File: config.mk
export PLATFORM = sky130hd
export DESIGN_NAME = xoshiro256ss_random_generator_flat
export DESIGN_NICKNAME = d
export VERILOG_FILES = /design/src/rtl/xrg_pkg.sv /design/src/rtl/xrg_req_if.sv /design/src/rtl/xrg_rsp_if.sv /design/src/rtl/xrg_datapath.sv /design/src/rtl/xrg_ctrl.sv /design/src/rtl/xoshiro256ss_random_generator.sv /design/src/flat_wrapper.sv
export SDC_FILE = /design/constraint.sdc
export NUM_CORES = 2
export LEC_CHECK = 0
export ABC_CLOCK_PERIOD_IN_PS = 19100
export BUFFER_PORTS_ARGS = -buffer_cell sky130_fd_sc_hd__buf_2
export CAP_MARGIN = 10
export CORE_MARGIN = 1.5
export CORE_UTILIZATION = 36
export DETAILED_ROUTE_END_ITERATION = 8
export REMOVE_ABC_BUFFERS = 1
export SYNTH_ARGS = -nofsm -noshare
export SYNTH_HDL_FRONTEND = slang
export SYNTH_HIERARCHICAL = 1
export SYNTH_SLANG_ARGS = --single-unit
File: constraint.sdc
create_clock -name i_clk -period 19.1 [get_ports i_clk]
set_input_delay 0.955 -clock i_clk [delete_from_list [all_inputs] [get_ports i_clk]]
set_output_delay 0.955 -clock i_clk [all_outputs]
set_load 0.01 [all_outputs]
File: src/rtl/xrg_pkg.sv
// xrg_pkg: constants, datapath op codes and control/status types for the
// xoshiro256** generator. No dependencies.
`default_nettype none
package xrg_pkg;
    localparam logic [63:0] GOLDEN_INC = 64'h9e3779b97f4a7c15;
    localparam logic [63:0] MIX_MUL_A  = 64'hbf58476d1ce4e5b9;
    localparam logic [63:0] MIX_MUL_B  = 64'h94d049bb133111eb;

    localparam logic [1:0] KIND_BOUNDED = 2'd1;
    localparam logic [1:0] KIND_UNIT    = 2'd2;

    localparam logic [4:0] DP_NOP      = 5'd0;
    localparam logic [4:0] DP_SEED     = 5'd1;
    localparam logic [4:0] DP_INC      = 5'd2;
    localparam logic [4:0] DP_XS30     = 5'd3;
    localparam logic [4:0] DP_XS27     = 5'd4;
    localparam logic [4:0] DP_MUL0     = 5'd5;
    localparam logic [4:0] DP_MUL1     = 5'd6;
    localparam logic [4:0] DP_MUL2     = 5'd7;
    localparam logic [4:0] DP_PUSH     = 5'd8;
    localparam logic [4:0] DP_TAKE     = 5'd9;
    localparam logic [4:0] DP_ADV      = 5'd10;
    localparam logic [4:0] DP_OUT      = 5'd11;
    localparam logic [4:0] DP_THR_INIT = 5'd12;
    localparam logic [4:0] DP_DIV_STEP = 5'd13;
    localparam logic [4:0] DP_THR_SAVE = 5'd14;
    localparam logic [4:0] DP_MOD_INIT = 5'd15;
    localparam logic [4:0] DP_RES_RAW  = 5'd16;
    localparam logic [4:0] DP_RES_UNIT = 5'd17;
    localparam logic [4:0] DP_RES_REM  = 5'd18;
    localparam logic [4:0] DP_RES_ZERO = 5'd19;

    typedef struct packed {
        logic [4:0] op;
        logic       csel;   // 0: MIX_MUL_A, 1: MIX_MUL_B
    } t_cmd;

    typedef struct packed {
        logic x_ge_thr;
        logic bound_zero;
    } t_stat;
endpackage
`default_nettype wire

File: src/rtl/xrg_req_if.sv
// xrg_req_if: request channel (kind, bound) with valid/ready.
// No dependencies.
`default_nettype none
interface xrg_req_if;
    logic        valid;
    logic        ready;
    logic [1:0]  kind;
    logic [63:0] bound;
    modport source (output valid, output kind, output bound, input ready);
    modport sink   (input valid, input kind, input bound, output ready);
endinterface
`default_nettype wire

File: src/rtl/xrg_rsp_if.sv
// xrg_rsp_if: result channel (value) with valid/ready.
// No dependencies.
`default_nettype none
interface xrg_rsp_if;
    logic        valid;
    logic        ready;
    logic [63:0] value;
    modport source (output valid, output value, input ready);
    modport sink   (input valid, input value, output ready);
endinterface
`default_nettype wire

File: src/rtl/xrg_datapath.sv
// xrg_datapath: generator state, splitmix64 seeding with a shared 32x32
// multiplier, output scrambler and bit-serial remainder unit. Uses xrg_pkg.
`default_nettype none
module xrg_datapath import xrg_pkg::*; (
    input  wire logic        i_clk,
    input  wire logic        i_rst_n,
    input  wire logic        i_seed_we,
    input  wire logic [63:0] i_seed,
    input  wire logic [63:0] i_bound,
    input  wire t_cmd        i_cmd,
    output t_stat            o_stat,
    output logic [63:0]      o_value
);
    logic [63:0] r_seed, r_ctr, r_z, r_acc, r_x, r_bound, r_rem, r_dvd, r_thr, r_res;
    logic [63:0] r_s0, r_s1, r_s2, r_s3;
    logic [63:0] mc, ctr_inc, t2, t3, rot, rot_x;
    logic [31:0] m_a, m_b;
    logic [63:0] prod, acc_sum;
    logic [64:0] trial, trial_sub;

    assign mc      = i_cmd.csel ? MIX_MUL_B : MIX_MUL_A;
    assign m_a     = (i_cmd.op == DP_MUL2) ? r_z[63:32] : r_z[31:0];
    assign m_b     = (i_cmd.op == DP_MUL1) ? mc[63:32] : mc[31:0];
    assign prod    = m_a * m_b;
    assign acc_sum = r_acc + {prod[31:0], 32'h0};
    assign ctr_inc = r_ctr + GOLDEN_INC;
    assign t2      = r_s2 ^ r_s0;
    assign t3      = r_s3 ^ r_s1;
    assign rot     = {r_acc[56:0], r_acc[63:57]};
    assign rot_x   = rot + {rot[60:0], 3'b000};
    assign trial     = {r_rem, r_dvd[63]};
    assign trial_sub = trial - {1'b0, r_bound};

    always_ff @(posedge i_clk) begin
        if (!i_rst_n) begin
            r_seed <= 64'h0;
        end else if (i_seed_we) begin
            r_seed <= i_seed;
        end
    end

    always_ff @(posedge i_clk) begin
        case (i_cmd.op)
            DP_SEED:  r_ctr <= r_seed;
            DP_INC: begin
                r_ctr <= ctr_inc;
                r_z   <= ctr_inc;
            end
            DP_XS30:  r_z   <= r_z ^ (r_z >> 30);
            DP_XS27:  r_z   <= r_z ^ (r_z >> 27);
            DP_MUL0:  r_acc <= prod;
            DP_MUL1:  r_acc <= acc_sum;
            DP_MUL2:  r_z   <= acc_sum;
            DP_PUSH: begin
                r_s0 <= r_s1;
                r_s1 <= r_s2;
                r_s2 <= r_s3;
                r_s3 <= r_z ^ (r_z >> 31);
            end
            DP_TAKE:  r_bound <= i_bound;
            DP_ADV: begin
                r_acc <= r_s1 + {r_s1[61:0], 2'b00};
                r_s2  <= t2 ^ {r_s1[46:0], 17'h0};
                r_s3  <= {t3[18:0], t3[63:19]};
                r_s1  <= r_s1 ^ t2;
                r_s0  <= r_s0 ^ t3;
            end
            DP_OUT:   r_x <= rot_x;
            DP_THR_INIT: begin
                r_rem <= 64'h0;
                r_dvd <= 64'h0 - r_bound;
            end
            DP_DIV_STEP: begin
                r_rem <= trial_sub[64] ? trial[63:0] : trial_sub[63:0];
                r_dvd <= {r_dvd[62:0], 1'b0};
            end
            DP_THR_SAVE: r_thr <= r_rem;
            DP_MOD_INIT: begin
                r_rem <= 64'h0;
                r_dvd <= r_x;
            end
            DP_RES_RAW:  r_res <= r_x;
            DP_RES_UNIT: r_res <= {11'h0, r_x[63:11]};
            DP_RES_REM:  r_res <= r_rem;
            DP_RES_ZERO: r_res <= 64'h0;
            default: ;
        endcase
    end

    assign o_stat.x_ge_thr   = (r_x >= r_thr);
    assign o_stat.bound_zero = (r_bound == 64'h0);
    assign o_value           = r_res;
endmodule
`default_nettype wire

File: src/rtl/xrg_ctrl.sv
// xrg_ctrl: sequencer for seeding, draws, rejection and remainder steps,
// plus the result valid flag. Uses xrg_pkg.
`default_nettype none
module xrg_ctrl import xrg_pkg::*; (
    input  wire logic       i_clk,
    input  wire logic       i_rst_n,
    input  wire logic       i_seed_we,
    input  wire logic       i_in_valid,
    input  wire logic [1:0] i_in_kind,
    input  wire logic       i_out_ready,
    input  wire t_stat      i_stat,
    output t_cmd            o_cmd,
    output logic            o_in_ready,
    output logic            o_out_valid
);
    localparam logic [4:0] S_SEED = 5'd0,  S_INC = 5'd1,  S_XS30 = 5'd2, S_MA0 = 5'd3,
                           S_MA1 = 5'd4,   S_MA2 = 5'd5,  S_XS27 = 5'd6, S_MB0 = 5'd7,
                           S_MB1 = 5'd8,   S_MB2 = 5'd9,  S_PUSH = 5'd10, S_IDLE = 5'd11,
                           S_DEC = 5'd12,  S_THRI = 5'd13, S_THRD = 5'd14, S_THRS = 5'd15,
                           S_ADV = 5'd16,  S_OUT = 5'd17, S_CHK = 5'd18, S_MODI = 5'd19,
                           S_MODD = 5'd20, S_FIN = 5'd21;

    logic [4:0] r_st, n_st;
    logic [5:0] r_cnt, n_cnt;
    logic [1:0] r_w, n_w, r_kind, n_kind;
    logic       r_ovalid, n_ovalid;
    logic       accept;

    assign accept      = (r_st == S_IDLE) && i_in_valid;
    assign o_in_ready  = (r_st == S_IDLE);
    assign o_out_valid = r_ovalid;

    always_comb begin
        n_st      = r_st;
        n_cnt     = r_cnt;
        n_w       = r_w;
        n_kind    = r_kind;
        n_ovalid  = r_ovalid && !i_out_ready;
        o_cmd.op  = DP_NOP;
        o_cmd.csel = 1'b0;
        unique case (r_st)
            S_SEED: begin
                o_cmd.op = DP_SEED;
                n_w  = 2'd0;
                n_st = S_INC;
            end
            S_INC:  begin o_cmd.op = DP_INC;  n_st = S_XS30; end
            S_XS30: begin o_cmd.op = DP_XS30; n_st = S_MA0; end
            S_MA0:  begin o_cmd.op = DP_MUL0; n_st = S_MA1; end
            S_MA1:  begin o_cmd.op = DP_MUL1; n_st = S_MA2; end
            S_MA2:  begin o_cmd.op = DP_MUL2; n_st = S_XS27; end
            S_XS27: begin o_cmd.op = DP_XS27; n_st = S_MB0; end
            S_MB0:  begin o_cmd.op = DP_MUL0; o_cmd.csel = 1'b1; n_st = S_MB1; end
            S_MB1:  begin o_cmd.op = DP_MUL1; o_cmd.csel = 1'b1; n_st = S_MB2; end
            S_MB2:  begin o_cmd.op = DP_MUL2; o_cmd.csel = 1'b1; n_st = S_PUSH; end
            S_PUSH: begin
                o_cmd.op = DP_PUSH;
                n_w  = r_w + 2'd1;
                n_st = (r_w == 2'd3) ? S_IDLE : S_INC;
            end
            S_IDLE: begin
                if (accept) begin
                    o_cmd.op = DP_TAKE;
                    n_kind   = i_in_kind;
                    n_st     = S_DEC;
                end
            end
            S_DEC: begin
                if (r_kind != KIND_BOUNDED) begin
                    n_st = S_ADV;
                end else if (i_stat.bound_zero) begin
                    n_st = S_FIN;
                end else begin
                    n_st = S_THRI;
                end
            end
            S_THRI: begin
                o_cmd.op = DP_THR_INIT;
                n_cnt = 6'd0;
                n_st  = S_THRD;
            end
            S_THRD: begin
                o_cmd.op = DP_DIV_STEP;
                n_cnt = r_cnt + 6'd1;
                if (r_cnt == 6'd63) begin
                    n_st = S_THRS;
                end
            end
            S_THRS: begin o_cmd.op = DP_THR_SAVE; n_st = S_ADV; end
            S_ADV:  begin o_cmd.op = DP_ADV; n_st = S_OUT; end
            S_OUT: begin
                o_cmd.op = DP_OUT;
                n_st = (r_kind == KIND_BOUNDED) ? S_CHK : S_FIN;
            end
            S_CHK: n_st = i_stat.x_ge_thr ? S_MODI : S_ADV;
            S_MODI: begin
                o_cmd.op = DP_MOD_INIT;
                n_cnt = 6'd0;
                n_st  = S_MODD;
            end
            S_MODD: begin
                o_cmd.op = DP_DIV_STEP;
                n_cnt = r_cnt + 6'd1;
                if (r_cnt == 6'd63) begin
                    n_st = S_FIN;
                end
            end
            S_FIN: begin
                if (!r_ovalid || i_out_ready) begin
                    case (r_kind)
                        KIND_BOUNDED: o_cmd.op = i_stat.bound_zero ? DP_RES_ZERO : DP_RES_REM;
                        KIND_UNIT:    o_cmd.op = DP_RES_UNIT;
                        default:      o_cmd.op = DP_RES_RAW;
                    endcase
                    n_ovalid = 1'b1;
                    n_st     = S_IDLE;
                end
            end
            default: n_st = S_SEED;
        endcase
        if (i_seed_we) begin
            n_st = S_SEED;
        end
    end

    always_ff @(posedge i_clk) begin
        if (!i_rst_n) begin
            r_st     <= S_SEED;
            r_cnt    <= 6'd0;
            r_w      <= 2'd0;
            r_kind   <= 2'd0;
            r_ovalid <= 1'b0;
        end else begin
            r_st     <= n_st;
            r_cnt    <= n_cnt;
            r_w      <= n_w;
            r_kind   <= n_kind;
            r_ovalid <= n_ovalid;
        end
    end
endmodule
`default_nettype wire

File: src/rtl/xoshiro256ss_random_generator.sv
// xoshiro256** generator, one 64-bit result per request: raw draw, unbiased
// bounded draw or 53-bit unit fraction. After reset and after each seed write
// the state is rebuilt by splitmix64 seeding, during which no request is taken.
// A raw or unit request passes decode, a state advance and the output scrambler;
// a bounded request adds two passes of the one-bit-per-cycle remainder unit
// (threshold, then reduction) and a fresh draw per rejected draw. A bound of
// zero returns 0 and draws nothing. The result register frees the request
// side: a new request is taken while a result waits.
// Depends on xrg_pkg, xrg_req_if, xrg_rsp_if, xrg_ctrl, xrg_datapath.
`default_nettype none
module xoshiro256ss_random_generator import xrg_pkg::*; (
    input  wire logic        i_clk,
    input  wire logic        i_rst_n,
    input  wire logic        i_seed_we,
    input  wire logic [63:0] i_seed,
    xrg_req_if.sink          i_req,
    xrg_rsp_if.source        o_rsp
);
    t_cmd  cmd;
    t_stat stat;
    logic  in_ready, out_valid;
    logic [63:0] value;

    xrg_ctrl u_ctrl (
        .i_clk       (i_clk),
        .i_rst_n     (i_rst_n),
        .i_seed_we   (i_seed_we),
        .i_in_valid  (i_req.valid),
        .i_in_kind   (i_req.kind),
        .i_out_ready (o_rsp.ready),
        .i_stat      (stat),
        .o_cmd       (cmd),
        .o_in_ready  (in_ready),
        .o_out_valid (out_valid)
    );

    xrg_datapath u_dp (
        .i_clk     (i_clk),
        .i_rst_n   (i_rst_n),
        .i_seed_we (i_seed_we),
        .i_seed    (i_seed),
        .i_bound   (i_req.bound),
        .i_cmd     (cmd),
        .o_stat    (stat),
        .o_value   (value)
    );

    assign i_req.ready = in_ready;
    assign o_rsp.valid = out_valid;
    assign o_rsp.value = value;
endmodule
`default_nettype wire

File: src/flat_wrapper.sv
// flat-port wrapper written by rule: the top's interface ports become plain ports
module xoshiro256ss_random_generator_flat import xrg_pkg::*;
  (i_clk, i_rst_n, i_seed_we, i_seed, i_req_valid, i_req_kind, i_req_bound, i_req_ready, o_rsp_valid, o_rsp_value, o_rsp_ready);
  xrg_req_if i_req_i ();
  xrg_rsp_if o_rsp_i ();
  input  wire logic i_clk;
  input  wire logic i_rst_n;
  input  wire logic i_seed_we;
  input  wire logic [63:0] i_seed;
  input wire logic [$bits(i_req_i.valid)-1:0] i_req_valid;
  input wire logic [$bits(i_req_i.kind)-1:0] i_req_kind;
  input wire logic [$bits(i_req_i.bound)-1:0] i_req_bound;
  output wire logic [$bits(i_req_i.ready)-1:0] i_req_ready;
  output wire logic [$bits(o_rsp_i.valid)-1:0] o_rsp_valid;
  output wire logic [$bits(o_rsp_i.value)-1:0] o_rsp_value;
  input wire logic [$bits(o_rsp_i.ready)-1:0] o_rsp_ready;
  assign i_req_i.valid = i_req_valid;
  assign i_req_i.kind = i_req_kind;
  assign i_req_i.bound = i_req_bound;
  assign i_req_ready = i_req_i.ready;
  assign o_rsp_valid = o_rsp_i.valid;
  assign o_rsp_value = o_rsp_i.value;
  assign o_rsp_i.ready = o_rsp_ready;
  xoshiro256ss_random_generator u_core (.i_clk(i_clk), .i_rst_n(i_rst_n), .i_seed_we(i_seed_we), .i_seed(i_seed), .i_req(i_req_i), .o_rsp(o_rsp_i));
endmodule
* Word-level counts from Yosys, hierarchy flattened
Cells that the tools add are included.
Word-level totals: register bits after elaboration 912, input port bits 135, word-level logic and storage cells 147
Operators by class: $add $sub $neg 8, multiply operators 1, magnitude comparators 1, equal/unequal tests 49, multiplexer cells 34, bitwise gates (word level) 9, reductions and logical operators 26
Operators by type and width (count):
- 64-bit one-hot mux with 2 select lines | 6
- 64-bit one-hot mux with 4 select lines | 2
- 64-bit one-hot mux with 3 select lines | 2
- 64-bit bitwise XOR | 5
- 64-bit adder | 3
- 5-bit one-hot mux with 22 select lines | 1
- 5-bit by 4-bit == test with 1-bit output, second input constant | 16
- 5-bit one-hot mux with 16 select lines | 1
- 65-bit by 64-bit subtractor with 65-bit output | 1
- 64-bit adder, second input constant | 1
- 64-bit greater-or-equal comparator | 1
- 64-bit zero test | 1
- 32-bit by 32-bit multiplier with 64-bit output | 1
- 32-bit 2-to-1 mux | 2
- 64-bit 2-to-1 mux | 1
- 1-bit by 64-bit subtractor with 64-bit output, first input constant | 1
- 64-bit by 33-bit bitwise XOR with 64-bit output | 1
- 64-bit by 34-bit bitwise XOR with 64-bit output | 1
- 64-bit by 37-bit bitwise XOR with 64-bit output | 1
- 62-bit 2-to-1 mux | 1
- 5-bit == test, second input constant | 10
- 5-bit by 3-bit == test with 1-bit output, second input constant | 8
- 5-bit 2-to-1 mux | 7
- 5-bit by 2-bit == test with 1-bit output, second input constant | 4
- 26 further kinds | 50

* Logic depth before layout (Yosys ltp)
depth after elaboration 10, depth in mapped cells 58, mapped depth without buffers 53

* By module
Netlist, hierarchy kept.
Modules (own cells, without submodules):
- xrg_datapath | instances 1, cells an instance 8714, area an instance 86843.3 um2
- xrg_ctrl | instances 1, cells an instance 176, area an instance 1322.5 um2

* Worst setup path after synthesis
No wires, ideal clock.
kind flip-flop to flip-flop, start point reg u_core.u_dp.r_bound[30], end point reg u_core.u_dp.r_acc[61] (data pin), library setup time 259 ps, arrival time 14129 ps, data required time 18841 ps, setup slack 4712 ps, cell stages (with the launch flop) 54, buffers on the path 5, period minus slack after synthesis 14388 ps, cells stage by stage edfxtp_1 -> or4_4 -> or3_4 -> or4_4 -> nor4_4 -> and3_4 -> nand2_2 -> or4_4 -> or4_1 -> buf_6 -> nor3_1 -> a21oi_1 -> nor3b_1 -> a211o_1 -> clkbuf_1 -> nand2_1 -> nor2_1 -> clkbuf_1 -> [18 not listed] -> fa_1 -> inv_1 -> ha_1 -> and3_1 -> and4_1 -> a32o_1 -> or3_1 -> xor2_1 -> ha_1 -> a21oi_1 -> o21ai_0 -> a221oi_1 -> o21ai_0 -> a211oi_1 -> xnor2_1 -> a221oi_1 -> o41ai_1 -> a211o_1
RTL lines:
- start, declared | RTL line xrg_datapath.sv:14 | logic [63:0] r_seed, r_ctr, r_z, r_acc, r_x, r_bound, r_rem, r_dvd, r_thr, r_res;
- start signal, assigned | RTL line xrg_datapath.sv:60 | DP_TAKE: r_bound <= i_bound;
- end signal, assigned | RTL line xrg_datapath.sv:51 | DP_MUL0: r_acc <= prod;
- end signal, assigned | RTL line xrg_datapath.sv:52 | DP_MUL1: r_acc <= acc_sum;
- end signal, assigned | RTL line xrg_datapath.sv:62 | r_acc <= r_s1 + {r_s1[61:0], 2'b00};
- end, declared | RTL line xrg_datapath.sv:14

==> flow_summary.ini <==
[outcome]
status = finished clean

[worst_setup_path]
critPathMaxFanout = 21
required_ns = 19.60
crit_family = simple AND/OR/NAND/NOR gates
cpPeakStageDelay_ns = 0.71
crit_slowest_cell = nor2_4
crit_buf_inv = 6
worstPathArrival_ns = 16.45
cp-end-kind = flop
crit_top_cell = fa_1
critPathLaunchType = flop
crit_type = flop to flop

[finish]
final_common_cell = inv_1
final_cell_mix = inv_1 (1146), edfxtp_1 (832), fa_1 (822), nand2_1 (694), ha_1 (628)
post-route-util = 0.3958
area_growth_pct = 9.297
n_fill_cell = 23776
drive_gt1_frac = 0.06944
final_nets = 10452

[sta]
drv_slew = 0
setup-tns-final_ns = 0
clock-skew-final_ns = 0.05035
fmax_mhz = 62.71
tightest_slew_ns = 1.151
timing.final.ws_setup_ns = 3.154
rsz0062_at_grt = false
fin_crit_sh = 0.8349
setup_violations = 0
slew_headroom = 0.2127
hold_viol_final = 0
fin_crit_ns = 15.95

[route]
firstDrtPassIters = 6
drc_errors = 0
post_drt_wl_per_cell_um = 26.15
viasPerCell = 5.578
drt-total-wl_mm = 318.1
ant_nets = 0
vias = 67863
initialDrtViolationCount = 7613

[cts]
clk_pin_slew_ns = 0.06
cts_hold_buf = 0
cts_setup_buffers = 0
clockBufferDepth = 3
cts_tree = done
cts-resized-gates = 0
cts-root-buf = clkbuf_16
cts_max_level = 3
cts.sink_count = 912
cts_buffers = 107
clkLatencyLatePin_ns = 0.79

[global_route]
grt.total_usage = 0.2533
overflow = 0
grt_pass1_wl_mm = 464.6
grt_pass1_vias = 67554
grt_max_degree = 216
antenna_found_initial = 16

[floorplanning]
die_x_um = 497.9
row_count = 181
start_util = 0.3621
coreArea_um2 = 243500
ios = 201
dieArea_um2 = 247900
die_y_um = 497.9

[place]
io_buffer_count = 200
dp.final_hpwl_mm = 255.9
pre_cts_slack_ns = 3.179
place_congestion = 1.008

[run]
drv_cap = 0

[yosys]
syn_area_per_cell_um2 = 9.917
synth-seq-cells = 912
syn_inst = 8890
synth_cell_types = 87
synth-async-reset-ratio = 0
ys_warn_count = 6
synth_edf_count = 832
ys_seq_area_frac = 0.3015
synth_ff_type = edfxtp_1
synth_area_um2 = 88170

[min_path]
hp-class = input pin to flop
## through the flow
step	instance area [um^2]	instances	hold slack, ns
6_report	96360	12167	0.3612
5_1_grt	96350	12161	0.3291
4_1_cts	96340	12160	0.3022
3_5_place_dp	92590	11959	0.4769
3_3_place_gp	92520	11955	0.4553
2_1_floorplan	86520	8459	0.4485
## sequential cells by signal (all words and copies together) (netlist names), 6 cells and up
| register | count |
|---|---|
| u_core/u_dp/o_value | 64 |
| u_core/u_dp/r_bound | 64 |
| u_core/u_dp/r_acc | 64 |
| u_core/u_dp/r_x | 64 |
| u_core/u_dp/r_dvd | 64 |
| u_core/u_dp/r_s1 | 64 |
| u_core/u_dp/r_s2 | 64 |
| u_core/u_dp/r_seed | 64 |
| u_core/u_dp/r_s3 | 64 |
| u_core/u_ctrl/r_cnt | 6 |
| u_core/u_dp/r_z | 64 |
| u_core/u_dp/r_ctr | 64 |
| u_core/u_dp/r_s0 | 64 |
| u_core/u_dp/r_thr | 64 |
| u_core/u_dp/r_rem | 64 |
## cell usage after synthesis (all sizes together) (52+ instances only)
master / n / share of area
a21o: 203 / 0.017
a21oi: 396 / 0.023
a22oi: 75 / 0.0064
a31oi: 109 / 0.0077
and2: 52 / 0.0037
buf: 52 / 0.0025
clkbuf: 379 / 0.016
dfxtp: 80 / 0.018
edfxtp: 832 / 0.28
fa: 822 / 0.19
ha: 629 / 0.089
inv: 1150 / 0.049
mux2i: 224 / 0.025
nand2: 699 / 0.030
nand2b: 77 / 0.0055
nand3: 84 / 0.0048
nand4: 96 / 0.0068
nor2: 457 / 0.019
nor2b: 242 / 0.017
nor3: 83 / 0.0051
o21ai: 551 / 0.031
o21bai: 56 / 0.0048
or2: 61 / 0.0043
xnor2: 514 / 0.051
xor2: 335 / 0.033
## final cells by class
cell class | count | area [um^2] | share of cell area
Sequential cell | 912 | 26590 | 0.2759
Inverter | 1155 | 4338 | 0.04502
Antenna cell | 7 | 17.52 | 0.0001818
Tap cell | 3202 | 4006 | 0.04158
Clock inverter | 59 | 762.0 | 0.007907
Clock buffer | 142 | 2995 | 0.03108
Multi-Input combinational cell | 6392 | 55850 | 0.5796
Timing Repair Buffer | 298 | 1810 | 0.01879
## cells by family (layout without fill, tap and decap cells)
group	Yosys count	in the layout	synth area share
AND/OR/NAND/NOR	2019	2019	0.1108
buffers and inverters	1586	1654	0.06782
other	0	7	0
adder cells (fa/ha/maj)	1451	1451	0.2759
multiplexers	237	237	0.02709
AO/OA/AOI/OAI	1836	1836	0.1325
XOR/XNOR	849	849	0.08434
flip-flops	912	912	0.3015
## layer usage
layer	up-vias	GRT usage	wire length, um
li1	30291	-	-
met1	33944	0.3448	135000
met2	3043	0.3918	140300
met3	573	0.04657	25950
met4	12	0.1118	16730
met5	-	0	77
## final timing paths
check / end / slack (ns) / cells after the start / start
max reg2reg: u_core/u_dp/r_acc[61] / 3.15 / 45 / u_core/u_dp/r_bound[5]
min reg2reg: u_core/u_ctrl/r_w[1] / 0.48 / 2 / u_core/u_ctrl/r_w[1]
min: u_core/u_dp/r_bound[42] / 0.36 / 1 / i_req_bound[42]
max: u_core/u_dp/r_acc[61] / 3.15 / 45 / u_core/u_dp/r_bound[5]
Power is left out: the tool's default activity adds up to more than one toggle a clock period on the data nets, which glitch-free logic cannot reach.
